===== config.mk =====
export PLATFORM = sky130hd
export DESIGN_NAME = skt_seq
export DESIGN_NICKNAME = d
export VERILOG_FILES = /design/src/hw/rtl/skt_pkg.sv /design/src/hw/rtl/skt_seq.sv
export VERILOG_INCLUDE_DIRS = /design/src /design/src/hw/rtl
export SDC_FILE = /design/constraint.sdc
export NUM_CORES = 1
export LEC_CHECK = 0
export BUFFER_PORTS_ARGS = -buffer_cell sky130_fd_sc_hd__buf_2
export CAP_MARGIN = 20
export CORE_ASPECT_RATIO = 1.4
export CORE_UTILIZATION = 40
export DETAILED_ROUTE_END_ITERATION = 12
export PLACE_DENSITY = 0.67
export SYNTH_ARGS = -nofsm -noshare
export SYNTH_HDL_FRONTEND = slang
export SYNTH_SLANG_ARGS = --single-unit

===== constraint.sdc =====
create_clock -name clk -period 4.96 [get_ports clk]
set_clock_uncertainty 0.1 [all_clocks]
set_input_delay 0.992 -clock clk [delete_from_list [all_inputs] [get_ports clk]]
set_output_delay 0.992 -clock clk [all_outputs]
set_load 0.05 [all_outputs]

===== src/hw/rtl/sorted_key_table_assert.svh =====
// assertion macros shared by the sorted key table rtl
// no dependencies; included by the files that carry assertions
`ifndef SORTED_KEY_TABLE_ASSERT_SVH
`define SORTED_KEY_TABLE_ASSERT_SVH

// same-cycle implication, disabled while reset is low
`define SKT_ASSERT_NOW(lbl, clk_s, rstn_s, ante, cons, msg) \
  lbl: assert property (@(posedge clk_s) disable iff (!(rstn_s)) (ante) |-> (cons)) \
    else $error(msg);

// next-cycle implication, disabled while reset is low
`define SKT_ASSERT_NEXT(lbl, clk_s, rstn_s, ante, cons, msg) \
  lbl: assert property (@(posedge clk_s) disable iff (!(rstn_s)) (ante) |=> (cons)) \
    else $error(msg);

`endif


===== src/hw/rtl/skt_pkg.sv =====
// shared constants, codes and structs of the sorted key table
// no dependencies
`timescale 1ns / 1ps
`default_nettype none

package skt_pkg;

  localparam int CAPACITY   = 64;
  localparam int WORD_BYTES = 8;
  localparam int ADDR_W     = $clog2(CAPACITY);
  localparam int CNT_W      = $clog2(CAPACITY + 1);
  localparam int KEY_W      = 32;
  localparam int WORD_W     = 64;
  localparam int STATUS_W   = 3;
  localparam int ENTRIES_W  = 7;

  localparam logic [WORD_W-1:0] WORD_MASK =
    (WORD_BYTES >= 8) ? {WORD_W{1'b1}} : ((64'd1 << (8 * WORD_BYTES)) - 64'd1);

  // operation codes
  localparam logic KIND_INSERT = 1'b0;
  localparam logic KIND_LOOKUP = 1'b1;

  // result status codes
  localparam logic [STATUS_W-1:0] ST_INSERTED  = 3'd0;
  localparam logic [STATUS_W-1:0] ST_DUPLICATE = 3'd1;
  localparam logic [STATUS_W-1:0] ST_FULL      = 3'd2;
  localparam logic [STATUS_W-1:0] ST_FOUND     = 3'd3;
  localparam logic [STATUS_W-1:0] ST_NOT_FOUND = 3'd4;

  typedef struct packed {
    logic                     kind;
    logic signed [KEY_W-1:0]  key;
    logic [WORD_W-1:0]        word;
  } skt_op_t;

  typedef struct packed {
    logic [STATUS_W-1:0]  status;
    logic [WORD_W-1:0]    word;
    logic [ENTRIES_W-1:0] entries;
  } skt_res_t;

  typedef struct packed {
    logic                     en;
    logic [ADDR_W-1:0]        addr;
    logic signed [KEY_W-1:0]  key;
    logic [WORD_W-1:0]        word;
  } skt_wr_t;

endpackage

`default_nettype wire


===== src/hw/rtl/skt_seq.sv =====
// sequencer of the sorted key table: binary search, shift-up and insert
// drives skt_store through one shared comparator; uses skt_pkg
`timescale 1ns / 1ps
`default_nettype none
`include "sorted_key_table_assert.svh"

module skt_seq (
  input  wire logic                             clk,
  input  wire logic                             rst_n,
  input  wire logic                             start,
  output logic                                  start_ready,
  input  wire skt_pkg::skt_op_t                 op,
  output logic                                  done,
  input  wire logic                             res_ready,
  output skt_pkg::skt_res_t                     res,
  output skt_pkg::skt_wr_t                      wr,
  output logic                                  rd_en,
  output logic [skt_pkg::ADDR_W-1:0]            rd_addr,
  input  wire logic signed [skt_pkg::KEY_W-1:0] rd_key,
  input  wire logic [skt_pkg::WORD_W-1:0]       rd_word
);

  typedef enum logic [3:0] {
    S_IDLE,
    S_PRB_RD,
    S_PRB_CMP,
    S_CHK_RD,
    S_CHK_CMP,
    S_SH_RD,
    S_SH_WR,
    S_PUT,
    S_DONE
  } state_t;

  state_t                      state_r, state_nxt;
  skt_pkg::skt_op_t            op_r, op_nxt;
  logic [skt_pkg::CNT_W-1:0]   lo_r, lo_nxt;
  logic [skt_pkg::CNT_W-1:0]   hi_r, hi_nxt;
  logic [skt_pkg::CNT_W-1:0]   idx_r, idx_nxt;
  logic [skt_pkg::CNT_W-1:0]   cnt_r, cnt_nxt;
  skt_pkg::skt_res_t           res_r, res_nxt;

  logic [skt_pkg::CNT_W:0]     mid_sum;
  logic [skt_pkg::CNT_W-1:0]   mid;
  logic [skt_pkg::CNT_W-1:0]   idx_dec;
  logic [skt_pkg::CNT_W-1:0]   cnt_inc;
  logic                        key_lt;
  logic                        key_eq;
  logic                        hit;

  // shared comparator against the item key
  assign key_lt = rd_key < op_r.key;
  assign key_eq = rd_key == op_r.key;

  assign mid_sum = {1'b0, lo_r} + {1'b0, hi_r};
  assign mid     = mid_sum[skt_pkg::CNT_W:1];
  assign idx_dec = idx_r - 1'b1;
  assign cnt_inc = cnt_r + 1'b1;
  assign hit     = (lo_r < cnt_r) && key_eq;

  assign start_ready = (state_r == S_IDLE);
  assign done        = (state_r == S_DONE);
  assign res         = res_r;

  // next state and memory port control
  always_comb begin
    state_nxt = state_r;
    op_nxt    = op_r;
    lo_nxt    = lo_r;
    hi_nxt    = hi_r;
    idx_nxt   = idx_r;
    cnt_nxt   = cnt_r;
    res_nxt   = res_r;
    rd_en     = 1'b0;
    rd_addr   = lo_r[skt_pkg::ADDR_W-1:0];
    wr        = '0;

    unique case (state_r)
      S_IDLE: begin
        if (start) begin
          op_nxt    = op;
          lo_nxt    = '0;
          hi_nxt    = cnt_r;
          state_nxt = S_PRB_RD;
        end
      end

      // probe the middle of the open range
      S_PRB_RD: begin
        if (lo_r < hi_r) begin
          rd_en     = 1'b1;
          rd_addr   = mid[skt_pkg::ADDR_W-1:0];
          state_nxt = S_PRB_CMP;
        end else begin
          state_nxt = S_CHK_RD;
        end
      end

      S_PRB_CMP: begin
        if (key_lt) begin
          lo_nxt = mid + 1'b1;
        end else begin
          hi_nxt = mid;
        end
        state_nxt = S_PRB_RD;
      end

      // fetch the entry at the lower bound
      S_CHK_RD: begin
        rd_en     = 1'b1;
        rd_addr   = lo_r[skt_pkg::ADDR_W-1:0];
        state_nxt = S_CHK_CMP;
      end

      S_CHK_CMP: begin
        res_nxt.word    = '0;
        res_nxt.entries = skt_pkg::ENTRIES_W'(cnt_r);
        if (op_r.kind == skt_pkg::KIND_LOOKUP) begin
          if (hit) begin
            res_nxt.status = skt_pkg::ST_FOUND;
            res_nxt.word   = rd_word;
          end else begin
            res_nxt.status = skt_pkg::ST_NOT_FOUND;
          end
          state_nxt = S_DONE;
        end else if (hit) begin
          res_nxt.status = skt_pkg::ST_DUPLICATE;
          state_nxt      = S_DONE;
        end else if (cnt_r >= skt_pkg::CNT_W'(skt_pkg::CAPACITY)) begin
          res_nxt.status = skt_pkg::ST_FULL;
          state_nxt      = S_DONE;
        end else begin
          idx_nxt   = cnt_r;
          state_nxt = S_SH_RD;
        end
      end

      // move entries above the insert point up by one
      S_SH_RD: begin
        if (idx_r > lo_r) begin
          rd_en     = 1'b1;
          rd_addr   = idx_dec[skt_pkg::ADDR_W-1:0];
          state_nxt = S_SH_WR;
        end else begin
          state_nxt = S_PUT;
        end
      end

      S_SH_WR: begin
        wr.en     = 1'b1;
        wr.addr   = idx_r[skt_pkg::ADDR_W-1:0];
        wr.key    = rd_key;
        wr.word   = rd_word;
        idx_nxt   = idx_dec;
        state_nxt = S_SH_RD;
      end

      S_PUT: begin
        wr.en           = 1'b1;
        wr.addr         = lo_r[skt_pkg::ADDR_W-1:0];
        wr.key          = op_r.key;
        wr.word         = op_r.word & skt_pkg::WORD_MASK;
        cnt_nxt         = cnt_inc;
        res_nxt.status  = skt_pkg::ST_INSERTED;
        res_nxt.word    = '0;
        res_nxt.entries = skt_pkg::ENTRIES_W'(cnt_inc);
        state_nxt       = S_DONE;
      end

      S_DONE: begin
        if (res_ready) begin
          state_nxt = S_IDLE;
        end
      end

      default: begin
        state_nxt = S_IDLE;
      end
    endcase
  end

  // state and registered outputs
  always_ff @(posedge clk) begin
    if (!rst_n) begin
      state_r <= S_IDLE;
      cnt_r   <= '0;
    end else begin
      state_r <= state_nxt;
      cnt_r   <= cnt_nxt;
    end
    op_r  <= op_nxt;
    lo_r  <= lo_nxt;
    hi_r  <= hi_nxt;
    idx_r <= idx_nxt;
    res_r <= res_nxt;
  end

  `SKT_ASSERT_NOW(a_cnt_bound, clk, rst_n, 1'b1,
                  cnt_r <= skt_pkg::CNT_W'(skt_pkg::CAPACITY), "entry count above capacity")

  `SKT_ASSERT_NOW(a_wr_not_full, clk, rst_n, wr.en,
                  cnt_r < skt_pkg::CNT_W'(skt_pkg::CAPACITY), "write into a full table")

  `SKT_ASSERT_NOW(a_probe_range, clk, rst_n, state_r == S_PRB_CMP,
                  (lo_r < hi_r) && (hi_r <= cnt_r), "binary search range broken")

  `SKT_ASSERT_NEXT(a_put_count, clk, rst_n, state_r == S_PUT,
                   cnt_r == $past(cnt_r) + 1'b1, "insert did not bump the count")

endmodule

`default_nettype wire


# Word-level counts from Yosys, hierarchy flattened
# Index checks and enable logic that the tools add are counted.
[word_totals] ff_bits=203 input_bits=197 out_inout_bits=186 word_cells=80
[op_classes] add_sub_neg=4 n_lt_le_gt_ge=5 n_eq_ne=17 n_mux=32 n_reduce_logical=11
[op_table] cell="one-hot mux 103 bit (2 select lines)" count=1
[op_table] cell="one-hot mux 74 bit (2 select lines)" count=1
[op_table] cell="2-to-1 mux 64 bit" count=2
[op_table] cell="2-to-1 mux 7 bit" count=7
[op_table] cell="one-hot mux 7 bit (2 select lines)" count=3
[op_table] cell="one-hot mux 4 bit (9 select lines)" count=1
[op_table] cell="== test 32 bit" count=1
[op_table] cell="less-than comparator 32 bit" count=1
[op_table] cell="2-to-1 mux 4 bit" count=5
[op_table] cell="== test 4 x 3 -> 1 bit, second input constant" count=4
[op_table] cell="adder 7 x 1 -> 7 bit, second input constant" count=2
[op_table] cell="less-than comparator 7 bit" count=2
[op_table] cell="2-to-1 mux 3 bit" count=4
[op_table] cell="2-to-1 mux 6 bit" count=2
[op_table] cell="inequality test 2 bit, second input constant" count=6
[op_table] cell="one-hot mux 6 bit (2 select lines)" count=1
[op_table] cell="adder 7 x 7 -> 8 bit" count=1
[op_table] cell="== test 4 x 2 -> 1 bit, second input constant" count=2
[op_table] cell="greater-or-equal comparator 7 bit, second input constant" count=1
[op_table] cell="greater-than comparator 7 bit" count=1
[op_table] cell="subtractor 7 x 1 -> 7 bit, second input constant" count=1
[op_table] cell="AND reduction 2 bit" count=3
[op_table] cell="AND reduction 3 bit" count=2
[op_table] cell="nonzero test 2 bit" count=3
[op_table] cell="other kinds (9)" count=12

# Logic depth before layout (Yosys ltp)
# Gate-level depths: netlist of run 1.
[logic_depth] ltp_word=5 depth_mapped=11 depth_no_buf=9

# Least setup slack after synthesis of run 1
# OpenSTA, ideal clock, no wires.
[synth_timing] path_kind="reg2reg" startpoint="register state_r[1]" endpoint="register op_r[0] in the netlist's numbering, enable pin" setup_time_ns=0.451 t_arrival_ns=4.257 required_ns=4.409 slack_ns=0.153 stages_incl_launch_ff=5 n_path_buf=1 period_less_slack_ns=4.807 cell_sequence="dfxtp_1 > buf_4 > nor4_1 > nand2_1 > inv_1"
[synth_via] elab_chain_cells=2
[synth_lines] element="from (decl)" line="skt_seq.sv:35" text="state_t state_r, state_nxt;"
[synth_lines] element="from (signal assigned)" line="skt_seq.sv:188" text="state_r <= state_nxt;"
[synth_lines] element="zero test 4 bit"
[synth_lines] element="via start_ready" line="skt_seq.sv:11" text="output logic start_ready,"
[synth_lines] element="AND reduction 2 bit (no source line)"
[synth_lines] element="to (signal assigned)" line="skt_seq.sv:191" text="op_r <= op_nxt;"
[synth_lines] element="to (decl)" line="skt_seq.sv:36" text="skt_pkg::skt_op_t op_r, op_nxt;"
# The timed path passes the listed nets, and every way through them passes these cells.
# A chain may end at the register's enable or synchronous reset.

# Final worst setup path of run 1
[layout_timing] startpoint="register lo_r[0] in the netlist's numbering" endpoint="output port rd_addr[5] in the netlist's numbering"
[layout_via] elab_chain_cells=3 word_cells_on_any_way=6 classes_between="add/sub: 1; order compare: 2; mux: 3"
[layout_lines] element="from (decl)" line="skt_seq.sv:37" text="logic [skt_pkg::CNT_W-1:0] lo_r, lo_nxt;"
[layout_lines] element="from (signal assigned)" line="skt_seq.sv:192" text="lo_r <= lo_nxt;"
[layout_lines] element="adder 7 x 7 -> 8 bit (tied with other cells)" line="skt_seq.sv:55" text="assign mid_sum = {1'b0, lo_r} + {1'b0, hi_r};"
[layout_lines] element="2-to-1 mux 6 bit, on equally long branches" line="skt_seq.sv:90, skt_seq.sv:140"
[layout_lines] element="one-hot mux 6 bit (2 select lines) (*)" line="skt_seq.sv:78" text="unique case (state_r)"
[layout_lines] element="to (decl)" line="skt_seq.sv:18" text="output logic [skt_pkg::ADDR_W-1:0] rd_addr,"
# Every way passes the cells marked *; elsewhere a longest branch is shown, timed or not.

==> impl_results.rst, run 1 <==
.. list-table::
   :header-rows: 1

   * - Metric
     - Value
   * - Status
     - completed
   * - Nets@finish
     - 1,539
   * - Total Die Area
     - 0.02731 mm^2
   * - Final core utilization
     - 51.61%
   * - Endpoints failing setup
     - 0
   * - Number of cells on the worst hold path
     - 2
   * - Residual overflow from global routing
     - 0
   * - DRT Wirelength
     - 31,630 um
   * - Last weighted congestion value of the routability-driven placer
     - 0.9040
   * - Most frequently used flop master after synthesis
     - sky130_fd_sc_hd__edfxtp_1
   * - Postcts setup bufs
     - 0
   * - Initial core utilization
     - 40.69%
   * - Post-Syn Area
     - 0.01066 mm^2
   * - Quantity of hold-fixing buffers added after cts
     - 0
   * - Maximum number of pins on one net before global-route repair
     - 109
   * - Number of instances in the synthesized netlist
     - 907
   * - DRC viols
     - 0
   * - Count of input and output buffers
     - 382
   * - Endpoint of the lowest-slack register-to-register path
     - idx_r[5]$_DFFE_PP_
   * - Fmax
     - 235.2 MHz
   * - Layout overhead on the synthesized area
     - 26.84%
   * - Distinct cell type count after synthesis
     - 60
   * - Final total power
     - 4.513 mW
   * - Remaining antenna violation count
     - 0
   * - Total number of vias
     - 8,487
   * - Crit end category
     - output port
   * - Proportion of layout cells with a drive suffix above 1
     - 33.49%
   * - Final critical-path required period
     - 4251 ps
   * - I/O pin count
     - 383
   * - Kind of critical path
     - reg2out
   * - DIE WIDTH
     - 139.9 um
   * - Final max-slew violation count
     - 0
   * - Peak fanout along the critical path
     - 7
   * - Endpoint, Worst Hold
     - idx_r[1]$_DFFE_PP_
   * - Actual transition at the worst max-transition pin
     - 972.3 ps
   * - Floorplan core area
     - 0.02619 mm^2
   * - Clock-pin slew on the worst setup and hold paths
     - 60 ps
   * - Worst vdd rail ir drop
     - 0.2853 mV
   * - Global-route usage over all layers
     - 22.59%
   * - Average wire per cell in the routed design
     - 19.53 um
   * - Worst flop-to-flop path startpoint
     - state_r[1]$_SDFFE_PN0P_
   * - HPWL Detailed
     - 23,750 um
   * - Number of flops mapped to enable cells by yosys
     - 192
   * - FP Rows
     - 70
   * - Post-synthesis register bit count
     - 203
   * - Number of resized instances in the post-cts repair step
     - 0
   * - Crit share post-route
     - 85.71%
   * - Hold Crit Start
     - cnt_r[1]$_SDFFE_PN0P_
   * - Final sum of negative setup slack
     - 0 ps
   * - Pwr Density
     - 333.9 mW/mm^2
   * - CTS tree
     - built
   * - # H-tree levels
     - 1
   * - Cells on worst reg2reg path
     - 5
   * - Post-synth ARST share
     - 0%
   * - Required @ worst endpoint
     - 3870 ps
   * - Worst EP arrival
     - 3160 ps
   * - Average via count per standard cell
     - 5.242
   * - Detailed router's first-iteration violation count
     - 423
   * - Clock tree root driver cell
     - sky130_fd_sc_hd__clkbuf_16
   * - Headroom to the max-slew limit
     - 34.50%
   * - Path class of the lowest-slack min-delay path
     - reg2reg
   * - Total iterations of the first detailed-routing run
     - 5
   * - Yosys warning total
     - 0
   * - Post-synthesis net count
     - 1,169
   * - Hold Fails Final Rpt
     - 0
   * - Die extent in y
     - 195.1 um
   * - Syn_area_per_cell
     - 11.75 um^2
   * - Type of element launching the critical path
     - flip-flop
   * - Max-capacitance violation count
     - 0
   * - R2R setup slack
     - 1620 ps
   * - Bufs on Longest Clock Path
     - 3
   * - Wire length of the first global-routing pass
     - 47,130 um
   * - Setup repair after global routing missed its margin
     - false
   * - Vias in the first global route
     - 8,397
   * - Leakage power summed over all cells
     - 6.024 nW
   * - Clock sink count
     - 203
   * - Antenna violations before repair
     - 5
   * - Clock Latency Late Sink
     - 490 ps
   * - Post-synthesis sequential area ratio
     - 56.17%
   * - Number of buffers added by the clock tree synthesis step
     - 21
report_power, final:
group          switching, mW  total (mW)  internal (mW)
registers             0.0645        2.08           2.02
clock network          0.632        1.45          0.822
logic                  0.608       0.977          0.369
Yosys cell counts (all sizes together) (12+ instances only):
| library cell | count | share of area [%] |
|---|---|---|
| a21oi | 25 | 1.2 |
| and3 | 69 | 4.1 |
| buf | 17 | 0.77 |
| clkbuf | 26 | 0.92 |
| edfxtp | 192 | 54 |
| ha | 64 | 7.5 |
| inv | 70 | 2.5 |
| mux2i | 104 | 9.8 |
| nand2 | 33 | 1.2 |
| nand3 | 13 | 0.61 |
| nor2 | 125 | 4.4 |
| nor3 | 14 | 0.66 |
| o21ai | 24 | 1.1 |
| xnor2 | 12 | 0.99 |
final cells by class:
cell class | count | area (um^2)
fillers | 2366 | 12670
flip-flops and latches | 203 | 5989
multi-input cells | 591 | 4248
repair buffers | 390 | 1984
clock buffers | 25 | 540.5
well taps | 324 | 405.4
inverters | 70 | 265.3
clock inverters | 11 | 71.32
diodes | 5 | 12.51
metrics by stage:
stage / std cells / hold slack, ps / instance area (um^2) / worst slack [ps]
finish: 1619 / 553.7 / 13520 / 708.7
global route: 1617 / 551.5 / 13510 / 438.6
CTS: 1614 / 550.1 / 13500 / 683.0
detailed placement: 1578 / 537.4 / 12890 / 1055
global placement: 1578 / 524.0 / 12890 / 1134
floorplan: 907 / 447.3 / 10660 / 152.5
metal layers:
layer | global-route usage, % | share of wire, %
met4 | 10.50 | 4.3
met5 | 0 | 0.085
met2 | 41.09 | 52
met3 | 4.806 | 6.9
met1 | 24.95 | 37
worst max path at each step:
stage / startpoint / to / slack, ps / cells past startpoint
3_5_place_dp: rd_key[31] / hi_r[0]$_DFFE_PP_ / 1050 / 8
4_1_cts: lo_r[0]$_SDFFCE_PP0P_ / rd_addr[5] / 680 / 9
3_3_place_gp: rd_key[31] / hi_r[0]$_DFFE_PP_ / 1130 / 8
6_report: lo_r[0]$_SDFFCE_PP0P_ / rd_addr[5] / 710 / 9
5_1_grt: lo_r[0]$_SDFFCE_PP0P_ / rd_addr[5] / 440 / 9
2_1_floorplan: state_r[1]$_SDFFE_PN0P_ / op_r[0]$_DFFE_PP_ / 150 / 4
kinds of logic after synthesis:
group / Yosys count / share of synthesized area, %
AO/OA/AOI/OAI: 100 / 6.411
XOR/XNOR: 15 / 1.233
adder cells (fa/ha/maj): 65 / 7.702
buffers and inverters: 113 / 4.156
flip-flops: 203 / 56.17
multiplexers: 104 / 9.769
AND/OR/NAND/NOR: 307 / 14.56
critical path: stages, from the launching register on:
cell,delay (ps)
sky130_fd_sc_hd__edfxtp_1,490
sky130_fd_sc_hd__and2_1,200
sky130_fd_sc_hd__fa_1,390
sky130_fd_sc_hd__nor2b_1,160
sky130_fd_sc_hd__o21bai_1,160
sky130_fd_sc_hd__a2111oi_0,130
sky130_fd_sc_hd__a211oi_1,480
sky130_fd_sc_hd__o2111ai_1,200
sky130_fd_sc_hd__o311ai_0,140
sky130_fd_sc_hd__buf_2,330
cells in the final DEF, fill, tap and decap left out, types with 14 or more instances in the layout:
master                      Yosys  layout
sky130_fd_sc_hd__a21oi_1       25      25
sky130_fd_sc_hd__clkbuf_16      0      21
sky130_fd_sc_hd__nor3_1        14      14
sky130_fd_sc_hd__buf_2         12     382
sky130_fd_sc_hd__ha_1          64      63
sky130_fd_sc_hd__nor2_1       125     125
sky130_fd_sc_hd__and3_1        69      69
sky130_fd_sc_hd__nand2_1       33      30
sky130_fd_sc_hd__edfxtp_1     192     192
sky130_fd_sc_hd__o21ai_0       23      23
sky130_fd_sc_hd__inv_1         70      69
sky130_fd_sc_hd__mux2i_1      104     104
state kept, by name, summed over array words and instances, names as in the netlist:
| register | cells |
|---|---|
| cnt_r | 7 |
| state_r | 4 |
| op_r | 97 |
| res | 74 |
| idx_r | 7 |
| hi_r | 7 |
| lo_r | 7 |
(Power assumes the default switching activity.)
==> run 2: changes to the inputs <==
--- a/config.mk
+++ b/config.mk
@@ -12,6 +12,7 @@
 export CORE_UTILIZATION = 40
 export DETAILED_ROUTE_END_ITERATION = 12
 export PLACE_DENSITY = 0.67
+export REMOVE_ABC_BUFFERS = 1
 export SYNTH_ARGS = -nofsm -noshare
 export SYNTH_HDL_FRONTEND = slang
 export SYNTH_SLANG_ARGS = --single-unit
==> impl_results.rst, run 2 (synthesis gave the netlist of run 1 again) <==
.. list-table::
   :header-rows: 1

   * - Metric
     - Value
   * - Postcts setup bufs
     - 0 (unchanged)
   * - Clock sink count
     - 203 (unchanged)
   * - Status
     - completed (unchanged)
   * - R2R setup slack
     - 1620 ps (about the same)
   * - Number of resized instances in the post-cts repair step
     - 0 (unchanged)
   * - # H-tree levels
     - 1 (unchanged)
   * - Endpoints failing setup
     - 0 (unchanged)
   * - Commonest non-fill, non-tap cell in the layout
     - sky130_fd_sc_hd__buf_2 (unchanged)
   * - Bufs on Longest Clock Path
     - 3 (unchanged)
   * - Vias in the first global route
     - 8,451 (was 8,397)
   * - Nets@finish
     - 1,543 (was 1,539)
   * - Final critical-path required period
     - 4454 ps (was 4251 ps)
   * - Crit end category
     - output port (unchanged)
   * - Initial core utilization
     - 40.69% (unchanged)
   * - Last weighted congestion value of the routability-driven placer
     - 0.9283 (was 0.9040)
   * - Combinational cell fraction of total power
     - 20.7% (was 21.6%)
   * - Required @ worst endpoint
     - 3870 ps (about the same)
   * - Cells on worst reg2reg path
     - 10 (was 5)
   * - Leakage power summed over all cells
     - 6.106 nW (was 6.024 nW)
   * - Clock-pin slew on the worst setup and hold paths
     - 60 ps (about the same)
   * - Average via count per standard cell
     - 5.205 (was 5.242)
   * - Crit path buf inv count
     - 1 (unchanged)
   * - Proportion of layout cells with a drive suffix above 1
     - 34.39% (was 33.49%)
   * - Register name with the most flops
     - op_r (unchanged)
   * - Cell with the largest stage delay on the worst path
     - sky130_fd_sc_hd__a211oi_1 (was sky130_fd_sc_hd__edfxtp_1)
   * - Die extent in y
     - 195.1 um (unchanged)
   * - Cell type group with the largest total delay on the critical path
     - compound AO/OA/AOI/OAI gates (unchanged)
   * - Worst flop-to-flop path startpoint
     - op_r[90]$_DFFE_PP_ (was state_r[1]$_SDFFE_PN0P_)
   * - Global-route usage over all layers
     - 23.33% (was 22.59%)
   * - Clock network fraction of design power
     - 35.0% (was 32.2%)
   * - Endpoint of the lowest-slack register-to-register path
     - res[12]$_SDFFCE_PP0P_ (was idx_r[5]$_DFFE_PP_)
   * - DRT Wirelength
     - 32,610 um (was 31,630 um)
   * - DIE WIDTH
     - 139.9 um (unchanged)
   * - Setup repair after global routing missed its margin
     - false (unchanged)
   * - Part of the total power dissipated in sequential elements
     - 44.3% (was 46.1%)
   * - Floorplan core area
     - 0.02619 mm^2 (unchanged)
   * - Hold Fails Final Rpt
     - 0 (unchanged)
   * - Path class of the lowest-slack min-delay path
     - reg2reg (unchanged)
   * - Number of cells on the worst hold path
     - 2 (unchanged)
   * - Max-capacitance violation count
     - 0 (unchanged)
   * - Final cell count without fillers
     - 1,626 (was 1,619)
   * - Total Die Area
     - 0.02731 mm^2 (unchanged)
   * - Residual overflow from global routing
     - 0 (unchanged)
   * - Kind of critical path
     - reg2out (unchanged)
   * - Number of buffers added by the clock tree synthesis step
     - 22 (was 21)
   * - HPWL Detailed
     - 24,570 um (was 23,750 um)
   * - Count of input and output buffers
     - 382 (unchanged)
   * - Hold Crit Start
     - cnt_r[4]$_SDFFE_PN0P_ (was cnt_r[1]$_SDFFE_PN0P_)
   * - Total number of vias
     - 8,463 (was 8,487)
   * - FP Rows
     - 70 (unchanged)
   * - Cell-internal power
     - 3.356 mW (was 3.208 mW)
   * - Clock tree root driver cell
     - sky130_fd_sc_hd__clkbuf_16 (unchanged)
   * - Headroom to the max-slew limit
     - 32.74% (was 34.50%)
   * - Final max-slew violation count
     - 0 (unchanged)
   * - Quantity of hold-fixing buffers added after cts
     - 0 (unchanged)
   * - Layout overhead on the synthesized area
     - 28.04% (was 26.84%)
   * - Actual transition at the worst max-transition pin
     - 1009 ps (was 972.3 ps)
   * - Final sum of negative setup slack
     - 0 ps (unchanged)
   * - Detailed router's first-iteration violation count
     - 519 (was 423)
   * - Most frequent cells in the layout
     - sky130_fd_sc_hd__buf_2, sky130_fd_sc_hd__edfxtp_1, sky130_fd_sc_hd__nor2_1, sky130_fd_sc_hd__mux2i_1 (unchanged)
   * - DRC viols
     - 0 (unchanged)
   * - Crit share post-route
     - 89.80% (was 85.71%)
   * - Wire length of the first global-routing pass
     - 48,600 um (was 47,130 um)
   * - Type of element launching the critical path
     - flip-flop (unchanged)
   * - I/O pin count
     - 383 (unchanged)
   * - Hold slack final
     - 518.0 ps (was 553.7 ps)
   * - Worst-path cell chain
     - and2_1 -> fa_1 -> nor2b_1 -> o21bai_1 -> a2111oi_0 -> a211oi_1 -> o2111ai_1 -> o311ai_0 -> buf_2 (unchanged)
   * - Clock Latency Late Sink
     - 510 ps (was 490 ps)
   * - Average wire per cell in the routed design
     - 20.06 um (was 19.53 um)
   * - Cell count after placement
     - 1,581 (was 1,578)
   * - Pwr Density
     - 348.3 mW/mm^2 (was 333.9 mW/mm^2)
   * - Final total power
     - 4.752 mW (was 4.513 mW)
   * - Power spent charging and discharging nets
     - 1.395 mW (was 1.304 mW)
   * - Worst EP arrival
     - 3360 ps (was 3160 ps)
   * - Worst vdd rail ir drop
     - 0.2754 mV (was 0.2853 mV)
   * - Peak fanout along the critical path
     - 7 (unchanged)
   * - Endpoint, Worst Hold
     - hi_r[4]$_DFFE_PP_ (was idx_r[1]$_DFFE_PP_)
   * - Largest incremental delay on the critical path
     - 590 ps (was 490 ps)
   * - Total iterations of the first detailed-routing run
     - 4 (was 5)
   * - Switching portion of total power
     - 29.37% (was 28.90%)
   * - CTS tree
     - built (unchanged)
   * - Remaining antenna violation count
     - 0 (unchanged)
   * - Antenna violations before repair
     - 5 (unchanged)
   * - Maximum number of pins on one net before global-route repair
     - 72 (was 109)
   * - Number of flip-flops in the largest register
     - 97 (unchanged)
   * - Fmax
     - 224.5 MHz (was 235.2 MHz)
[run 2: cell count changes in the layout (fill, tap and decap cells not counted), sizes merged]
cell	previous run	this run
inv	70	71
clkbuf	25	30
clkinv	9	8
buf	390	393
clkinvlp	1	0
[run 2: per-layer routing]
metal  wire length (um)  track usage, %  up-vias
met5                  0               0        -
li1                   -               -     4042
met4                901           8.059        0
met2              17200           43.00      324
met1              12380           26.82     4037
met3               2128           4.316       60
[run 2: worst max-delay path by stage]
stage | to | start | cells after the start | slack (ps)
finish | rd_addr[5] | lo_r[0]$_SDFFCE_PP0P_ | 9 | 510
global route | rd_addr[2] | lo_r[4]$_SDFFCE_PP0P_ | 9 | 430
CTS | rd_addr[5] | lo_r[0]$_SDFFCE_PP0P_ | 9 | 680
detailed placement | res[12]$_SDFFCE_PP0P_ | rd_key[26] | 10 | 880
global placement | res[13]$_SDFFCE_PP0P_ | rd_key[15] | 10 | 1030
floorplan | res[71]$_SDFFCE_PP0P_ | state_r[0]$_SDFFE_PN0P_ | 3 | -3710
[run 2: cell type report]
type	instances	area, um^2
Antenna cell	5	12.51
Clock buffer	30	644.4
Clock inverter	10	85.08
Fill cell	2332	12540
Inverter	70	265.3
Multi-Input combinational cell	591	4248
Sequential cell	203	5989
Tap cell	324	405.4
Timing Repair Buffer	393	1994
[run 2: worst register-to-register path: cells and delay by family (launching register included)]
family                     cells  cell delay [ps]
DFF                            1              350
adders and majority gates      2              660
and+or+nand+nor                4             1160
AOI/OAI and AO/OA              1              240
buffers and inverters          3              670
[run 2: stage by stage]
stage | worst slack [ps] | utilization, % | area (um^2)
global placement | 1030 | 49.27 | 12900
detailed placement | 880.6 | 49.27 | 12900
floorplan | -3713 | - | 10480
global route | 431.5 | 52.10 | 13640
CTS | 679.5 | 52.05 | 13630
finish | 505.8 | 52.10 | 13640
[run 2: power groups by stage]
stage | registers [mW] | logic (mW) | clock network, mW
finish | 2.11 | 0.982 | 1.66
global route | 2.12 | 1.07 | 1.75
CTS | 2.11 | 0.977 | 1.69
detailed placement | 2.14 | 0.972 | 0
global placement | 2.13 | 0.958 | 0
floorplan | 2.20 | 0.638 | 0
